$ cat config.mk
export PLATFORM = sky130hd
export DESIGN_NAME = enigma_rotor_core
export DESIGN_NICKNAME = d
export VERILOG_FILES = /design/src/sv/er_pkg.sv /design/src/sv/er_wiring.sv /design/src/sv/enigma_rotor_core.sv
export SDC_FILE = /design/constraint.sdc
export NUM_CORES = 1
export LEC_CHECK = 0
export BUFFER_PORTS_ARGS = -buffer_cell sky130_fd_sc_hd__buf_4
export CAP_MARGIN = 20
export CORE_MARGIN = 10
export CORE_UTILIZATION = 45
export DETAILED_ROUTE_END_ITERATION = 10
export PLACE_DENSITY = 0.62
export SYNTH_ARGS = -nofsm -noshare
export SYNTH_HDL_FRONTEND = slang
export SYNTH_SLANG_ARGS = --single-unit
$ cat constraint.sdc
create_clock -name clk -period 5.9 [get_ports clk]
set_input_delay 0.885 -clock clk [delete_from_list [all_inputs] [get_ports clk]]
set_output_delay 0.885 -clock clk [all_outputs]
set_load 0.005 [all_outputs]
$ cat src/sv/er_pkg.sv
`timescale 1ns / 1ps
// er_pkg: shared types, kind codes and register indexes for the rotor core.
// Used by er_wiring, enigma_rotor_core and er_checker.
package er_pkg;

	localparam int ALPHABET_DEF = 26;
	localparam int LETTER_W     = 5;
	localparam int KIND_W       = 3;
	localparam int NOTCH_W      = 26;
	localparam int CFG_IDX_W    = 1;

	// request kinds
	localparam logic [KIND_W-1:0] KIND_LOAD  = 3'd0;
	localparam logic [KIND_W-1:0] KIND_FWD   = 3'd1;
	localparam logic [KIND_W-1:0] KIND_BWD   = 3'd2;
	localparam logic [KIND_W-1:0] KIND_STEP  = 3'd3;
	localparam logic [KIND_W-1:0] KIND_START = 3'd4;

	// configuration register indexes
	localparam logic [CFG_IDX_W-1:0] CFG_NOTCH_MASK = 1'd0;
	localparam logic [CFG_IDX_W-1:0] CFG_START_POS  = 1'd1;

	typedef struct packed {
		logic [KIND_W-1:0]   kind;
		logic [LETTER_W-1:0] letter;
		logic [LETTER_W-1:0] wiring_value;
		logic                step_enable;
	} req_t;

	typedef struct packed {
		logic [LETTER_W-1:0] letter_out;
		logic                notch_at_top;
		logic [LETTER_W-1:0] position_out;
	} rsp_t;

	// wiring write from the core to the wiring store
	typedef struct packed {
		logic                en;
		logic [LETTER_W-1:0] idx;
		logic [LETTER_W-1:0] val;
	} load_t;

endpackage

$ cat src/sv/er_wiring.sv
`timescale 1ns / 1ps
// er_wiring: rotor wiring store with the forward and inverse lookups.
// Depends on er_pkg.
module er_wiring #(
	parameter int ALPHABET = er_pkg::ALPHABET_DEF
) (
	input  logic                          clk,
	input  logic                          arst_n,
	input  er_pkg::load_t                 ld,
	input  logic [er_pkg::LETTER_W-1:0]   letter,
	input  logic [$clog2(ALPHABET)-1:0]   position,
	output logic [er_pkg::LETTER_W-1:0]   fwd_letter,
	output logic [er_pkg::LETTER_W-1:0]   bwd_letter
);
	localparam int PW  = $clog2(ALPHABET);
	localparam int LW  = er_pkg::LETTER_W;
	localparam int NV  = 2 ** LW;
	localparam int SW  = PW + LW + 1;
	localparam logic [PW:0]   A_P1 = (PW + 1)'(ALPHABET);
	localparam logic [SW-1:0] A_SW = SW'(ALPHABET);

	logic [PW-1:0] wir_q [ALPHABET];
	logic [ALPHABET-1:0] written_q;
	logic [PW-1:0] mod_tbl [NV];

	logic                loaded;
	logic [PW+LW-1:0]    ld_idx_x;
	logic [PW-1:0]       lmod;
	logic [PW:0]         isum;
	logic [PW-1:0]       fidx;
	logic [PW-1:0]       fw;
	logic [PW:0]         fdiff;
	logic [PW+LW:0]      fdiff_x;
	logic [SW-1:0]       tsum;
	logic [SW-1:0]       tsum_w;
	logic [PW-1:0]       target;
	logic [ALPHABET-1:0] match;
	logic [2*ALPHABET-1:0] rot;
	logic [ALPHABET-1:0] cand;
	logic [PW-1:0]       first_c;
	logic [PW+LW-1:0]    first_x;

	// constant table: value mod alphabet size for every 5-bit code
	for (genvar i = 0; i < NV; i++) begin : g_mod
		assign mod_tbl[i] = PW'(i % ALPHABET);
	end

	assign ld_idx_x = {{PW{1'b0}}, ld.idx};
	assign loaded   = &written_q;

	// wiring entries, stored already reduced mod the alphabet
	always_ff @(posedge clk) begin
		if (ld.en && (ld.idx < ALPHABET)) begin
			wir_q[ld_idx_x[PW-1:0]] <= mod_tbl[ld.val];
		end
	end

	// per-entry written flags
	always_ff @(posedge clk or negedge arst_n) begin
		if (!arst_n) begin
			written_q <= '0;
		end else if (ld.en && (ld.idx < ALPHABET)) begin
			written_q[ld_idx_x[PW-1:0]] <= 1'b1;
		end
	end

	// forward: contact at (c+p) mod A, then back off by p
	always_comb begin
		lmod    = mod_tbl[letter];
		isum    = {1'b0, lmod} + {1'b0, position};
		fidx    = (isum >= A_P1) ? PW'(isum - A_P1) : isum[PW-1:0];
		fw      = wir_q[fidx];
		fdiff   = (fw >= position) ? ({1'b0, fw} - {1'b0, position})
		                           : ({1'b0, fw} + A_P1 - {1'b0, position});
		fdiff_x = {{LW{1'b0}}, fdiff};
		fwd_letter = loaded ? fdiff_x[LW-1:0] : letter;
	end

	// inverse: entries holding (L+p) mod A, rotated by p, lowest wins
	always_comb begin
		tsum   = SW'(letter) + SW'(position);
		tsum_w = (tsum >= A_SW) ? (tsum - A_SW) : tsum;
		target = tsum_w[PW-1:0];
		for (int j = 0; j < ALPHABET; j++) begin
			match[j] = (wir_q[j] == target);
		end
		rot  = {match, match} >> position;
		cand = rot[ALPHABET-1:0];
		first_c = '0;
		for (int c = ALPHABET - 1; c >= 0; c--) begin
			if (cand[c]) begin
				first_c = PW'(c);
			end
		end
		first_x = {{LW{1'b0}}, first_c};
		if (!loaded) begin
			bwd_letter = letter;
		end else if (letter < ALPHABET) begin
			bwd_letter = first_x[LW-1:0];
		end else begin
			bwd_letter = '0;
		end
	end

endmodule

$ cat src/sv/enigma_rotor_core.sv
`timescale 1ns / 1ps
// enigma_rotor_core: top level of the single-rotor cipher block.
// Depends on er_pkg and er_wiring.
//
// Usage:
//  - req channel (req_valid/req_ready/req) takes one request per cycle:
//    load a wiring entry, map a letter forward or backward, step the
//    rotor, or return it to the configured start position.
//  - rsp channel (rsp_valid/rsp_ready/rsp) returns exactly one response
//    per request, in order: mapped letter (zero for non-map kinds), the
//    position after the request and the notch flag at that position.
//  - cfg channel (cfg_valid/cfg_ready/cfg_index/cfg_data) writes the notch
//    mask (index 0) or start position (index 1); always ready, and meant
//    to be used only while no request is in flight.
//  - A request passes through an input register, then one pass of lookup
//    logic into the response register.
//  - Throughput is one request per cycle while rsp_ready is high; the wiring
//    lookup (parallel compare over all entries for the inverse map) is combinational.
//  - When rsp_ready is low the response register holds; the input register
//    takes one more request only if empty, and req_ready is low while full.
//  - Reset clears position, written flags and config; wiring entries are
//    unknown until loaded, and maps pass letters through until all are.
module enigma_rotor_core #(
	parameter int ALPHABET = er_pkg::ALPHABET_DEF
) (
	input  logic                           clk,
	input  logic                           arst_n,
	input  logic                           req_valid,
	output logic                           req_ready,
	input  er_pkg::req_t                   req,
	output logic                           rsp_valid,
	input  logic                           rsp_ready,
	output er_pkg::rsp_t                   rsp,
	input  logic                           cfg_valid,
	output logic                           cfg_ready,
	input  logic [er_pkg::CFG_IDX_W-1:0]   cfg_index,
	input  logic [er_pkg::NOTCH_W-1:0]     cfg_data
);
	localparam int PW = $clog2(ALPHABET);
	localparam int LW = er_pkg::LETTER_W;
	localparam logic [PW-1:0] LAST_POS = PW'(ALPHABET - 1);

	er_pkg::req_t   req_s1;
	logic           vld_s1;
	er_pkg::rsp_t   rsp_q;
	logic           rsp_vld_q;
	logic [PW-1:0]  pos_q;
	logic [er_pkg::NOTCH_W-1:0] notch_q;
	logic [LW-1:0]  start_q;

	logic           adv;
	er_pkg::load_t  ld;
	logic [LW-1:0]  fwd_letter;
	logic [LW-1:0]  bwd_letter;
	logic [PW-1:0]  pos_nx;
	logic [LW-1:0]  letter_nx;
	logic [PW+LW-1:0] start_x;
	logic [PW+LW-1:0] pos_x;
	logic           notch_nx;

	assign adv       = vld_s1 && (!rsp_vld_q || rsp_ready);
	assign req_ready = !vld_s1 || adv;
	assign cfg_ready = 1'b1;
	assign rsp_valid = rsp_vld_q;
	assign rsp       = rsp_q;

	// configuration registers
	always_ff @(posedge clk or negedge arst_n) begin
		if (!arst_n) begin
			notch_q <= '0;
			start_q <= '0;
		end else if (cfg_valid && cfg_ready) begin
			case (cfg_index)
				er_pkg::CFG_NOTCH_MASK: notch_q <= cfg_data;
				er_pkg::CFG_START_POS:  start_q <= cfg_data[LW-1:0];
				default: ;
			endcase
		end
	end

	// input register
	always_ff @(posedge clk or negedge arst_n) begin
		if (!arst_n) begin
			vld_s1 <= 1'b0;
		end else if (req_valid && req_ready) begin
			vld_s1 <= 1'b1;
		end else if (adv) begin
			vld_s1 <= 1'b0;
		end
	end

	always_ff @(posedge clk) begin
		if (req_valid && req_ready) begin
			req_s1 <= req;
		end
	end

	// wiring load request
	always_comb begin
		ld.en  = adv && (req_s1.kind == er_pkg::KIND_LOAD);
		ld.idx = req_s1.letter;
		ld.val = req_s1.wiring_value;
	end

	er_wiring #(
		.ALPHABET (ALPHABET)
	) u_wiring (
		.clk        (clk),
		.arst_n     (arst_n),
		.ld         (ld),
		.letter     (req_s1.letter),
		.position   (pos_q),
		.fwd_letter (fwd_letter),
		.bwd_letter (bwd_letter)
	);

	// next position and mapped letter
	always_comb begin
		start_x   = {{PW{1'b0}}, start_q};
		pos_nx    = pos_q;
		letter_nx = '0;
		case (req_s1.kind)
			er_pkg::KIND_FWD: letter_nx = fwd_letter;
			er_pkg::KIND_BWD: letter_nx = bwd_letter;
			er_pkg::KIND_STEP: begin
				if (req_s1.step_enable) begin
					pos_nx = (pos_q == LAST_POS) ? '0 : pos_q + 1'b1;
				end
			end
			er_pkg::KIND_START: begin
				if (start_q < ALPHABET) begin
					pos_nx = start_x[PW-1:0];
				end
			end
			default: ;
		endcase
		pos_x    = {{LW{1'b0}}, pos_nx};
		notch_nx = 1'b0;
		if (pos_nx < er_pkg::NOTCH_W) begin
			notch_nx = notch_q[pos_x[LW-1:0]];
		end
	end

	// rotor position
	always_ff @(posedge clk or negedge arst_n) begin
		if (!arst_n) begin
			pos_q <= '0;
		end else if (adv) begin
			pos_q <= pos_nx;
		end
	end

	// response register
	always_ff @(posedge clk or negedge arst_n) begin
		if (!arst_n) begin
			rsp_vld_q <= 1'b0;
		end else if (adv) begin
			rsp_vld_q <= 1'b1;
		end else if (rsp_ready) begin
			rsp_vld_q <= 1'b0;
		end
	end

	always_ff @(posedge clk) begin
		if (adv) begin
			rsp_q.letter_out   <= letter_nx;
			rsp_q.notch_at_top <= notch_nx;
			rsp_q.position_out <= pos_x[LW-1:0];
		end
	end

endmodule

==> impl_metrics.csv <==
group,metric,value,unit
status,outcome,"completed",
floorplan,rows,70,
routing,wire_per_inst,26.82,µm
worst_setup_path,r2r_start,"ld[6]$_DFFE_PP_",
yosys,ys_warn_count,0,
global_route,grt_pass1_wl,84.14,mm
placement,place_hpwl,41.49,mm
clocking,clk_pin_slew,0.06,ns
worst_setup_path,cpPeakStageDelay,0.60,ns
pwr,p_sw_frac,0.4487,
yosys,synth_edf_count,185,
clocking,insertion_delay,0.55,ns
placement,io_buffers,58,
clocking,h-tree-depth,1,
pwr,combPwrFrac,0.688,
sta,skew,0.01461,ns
worst_setup_path,cp-start-kind,"flop",
floorplan,initial_core_util,0.4578,
pwr,pwr_density_cell,595.5,nW/µm²
yosys,synth_most_common_cell,"edfxtp_1",
pwr,p_leak,7.531,nW
finish,num-fill-cells,3097,
global_route,grtUsageTotal,0.2432,
sta,finalHoldViolations,0,
yosys,ys_types,106,
yosys,synth_top_area_frac,0.3307,
worst_setup_path,worstSetupEndpointType,"flop",
yosys,yosysSeqAreaShare,0.4260,
clocking,cts_buffers,26,
placement,dpl_cell_area,18580,µm²
floorplan,die_area,45460,µm²
global_route,grt_max_degree,65,
yosys,syn-cell-area,16800,µm²
pwr,power_switching,5.343,mW
finish,final_area,20000,µm²
sta,fin_crit_sh,0.9786,
worst_hold_path,hold_path_class,"input port to async pin",
routing,via_per_inst,6.546,
sta,finalSetupViolations,0,
pwr,totalPowerFinal,11.91,mW
floorplan,die_h,213.2,µm
placement,gp_congestion,0.9438,
routing,drt-pass1-iter-count,5,
global_route,first_global_vias,13475,
yosys,syn_inst,1478,
clocking,cts_root_buf,"clkbuf_16",
finish,nets,1720,
finish,finish.utilization,0.5449,
finish,fin_cells,2131,
sta,fmax,173.2,MHz
clocking,clock_path_buffers,3,
floorplan,ios,60,
routing,drc_errors,0,
global_route,overflow,0,
sta,worstMarginPinSlew,1.161,ns
clocking,cts.sinks,249,
pwr,seq_power_share,0.172,
worst_setup_path,startpoint,"ld[6]$_DFFE_PP_",
worst_setup_path,worst_path_max_delay_cell,"o32ai_2",
worst_setup_path,critPathRequiredTime,6.29,ns
run,cap_violations,0,
pwr,p_int,6.565,mW
yosys,yosys_most_used_dff,"edfxtp_1",
sta,finalSetupTns,0,ns
routing,routed_wl,57.14,mm
yosys,async_flop_share,0.2570,
finish,drive_gt1_frac,0.2989,
yosys,synth_area_leaders,"edfxtp_1, dfrtp_1, mux4_2",
yosys,ys_top_cells_by_count,"edfxtp_1, nand2_1, nor2_1",
worst_setup_path,cp_max_fo,14,
finish,antenna_cells,0,
worst_setup_path,path_cells,"buf_4, ha_1, a21o_1, a311oi_1, and2_0, mux2_4, buf_12, a32oi_2, o2111ai_2, o32ai_2, o211ai_1, and2_1, mux4_2, nand4b_1, or3b_1, a211o_1, a31oi_1",
floorplan,core,36700,µm²
pwr,peakVddDrop,0.3716,mV
finish,syn_to_final_growth,19.02,%
pwr,power.clock.fraction,0.140,
worst_setup_path,arrival,6.17,ns
yosys,yosysTopAreaCell,"edfxtp_1",
clocking,hold_buffers,0,
routing,vias,13949,
sta,slew_headroom,0.2232,
sta,slew_violations,0,
clocking,tritoncts,"yes",
sta,period_minus_slack,5.774,ns
routing,drtIter0Drc,1734,
sta,rsz0062_at_grt,"yes",
routing,ant_nets,0,
placement,dp_cells,2060,
yosys,synth.avg_cell_area,11.37,µm²
floorplan,die_w,213.2,µm
yosys,synth-seq-cells,249,
worst_setup_path,critical_path_class,"flop to flop",
global_route,antenna_found_initial,1,
worst max-delay path: cells and delay by family (launching register included):
family / cells / cell delay, ns
adder cells (fa/ha/maj): 1 / 0.30
multiplexers: 2 / 0.93
AO/OA/AOI/OAI: 8 / 2.43
buffers and inverters: 2 / 0.40
AND/OR/NAND/NOR: 4 / 1.05
flip-flops: 1 / 0.49
cells in the final DEF, fill, tap and decap left out, types with 14 or more instances in the layout:
cell,count
nor2_1,77
edfxtp_1,185
and3_1,33
nor3_1,36
xor2_1,35
a21oi_1,65
clkbuf_16,31
mux4_2,60
a21o_1,15
o22a_1,14
mux2i_1,39
dfrtp_1,64
o221ai_1,26
o21ai_0,31
o211ai_1,21
inv_1,31
ha_1,19
xnor2_1,46
mux2_2,47
conb_1,31
nand2b_1,20
or2_2,38
buf_4,194
o22ai_1,33
nand2_1,84
nand3_1,23
metrics by stage:
stage	hold WS, ns	worst slack [ns]
2_1_floorplan	0.4392	0.0006146
3_3_place_gp	0.4501	0.1107
3_5_place_dp	0.4527	0.05537
4_1_cts	0.4394	0.03431
5_1_grt	0.4792	-0.02453
6_report	0.4207	0.1261
power by group through the flow:
stage               logic [mW]  registers, mW  clock network (mW)
finish                    8.19           2.05                1.66
global route              8.74           2.06                1.75
CTS                       7.32           2.05                1.68
detailed placement        7.29           2.09                   0
global placement          7.23           2.09                   0
floorplan                 5.09           2.07                   0
what timing repair did:
item,CTS,global route
resized for setup,0,63
setup endpoints to repair,0,5
setup buffers,0,20
cells by family after synthesis:
| kind of cell | synth area share |
|---|---|
| compound gates | 0.1811 |
| fa+ha+maj | 0.02383 |
| mux | 0.1385 |
| other cells | 0.0004470 |
| flops | 0.4260 |
| xor+xnor | 0.06449 |
| simple gates | 0.1285 |
| buf+inv | 0.03709 |
metal layers:
layer / vias up / GRT usage / part of all wire
met2: 741 / 0.3819 / 0.45
met1: 6985 / 0.3341 / 0.42
met5: - / 0 / 0
met3: 104 / 0.04282 / 0.090
li1: 6119 / - / -
met4: 0 / 0.08091 / 0.036
flip-flops by register name, summed over array words and instances, names as in the netlist, 4 cells and up:
name                cells
u_wiring.wir_q        160
notch_q                26
u_wiring.written_q     26
rsp                    11
ld                     10
pos_q                   5
start_q                 5
req_s1                  4
cell type report:
cell class | instances | area [µm²] | area share
timing repair buffer | 212 | 1763 | 0.08816
clock inverter | 13 | 130.1 | 0.006507
sequential | 249 | 7157 | 0.3579
tap | 468 | 585.6 | 0.02928
clock buffer | 33 | 728.2 | 0.03642
inverter | 34 | 127.6 | 0.006382
multi-input combinational | 1122 | 9505 | 0.4753
final timing paths:
path / to / slack (ns) / cells past startpoint
worst max-delay path: rsp[8]$_DFFE_PP_ / 0.13 / 17
worst min-delay path: notch_q[21]$_DFFE_PN0P_ / 0.42 / 1
worst max register to register: rsp[8]$_DFFE_PP_ / 0.13 / 17
worst min register to register: u_wiring.written_q[15]$_DFFE_PN0P_ / 0.47 / 1
max in group asynchronous: u_wiring.written_q[25]$_DFFE_PN0P_ / 4.94 / 1
min in group clk: u_wiring.written_q[15]$_DFFE_PN0P_ / 0.47 / 1
Power figures use the tool's default switching activity.
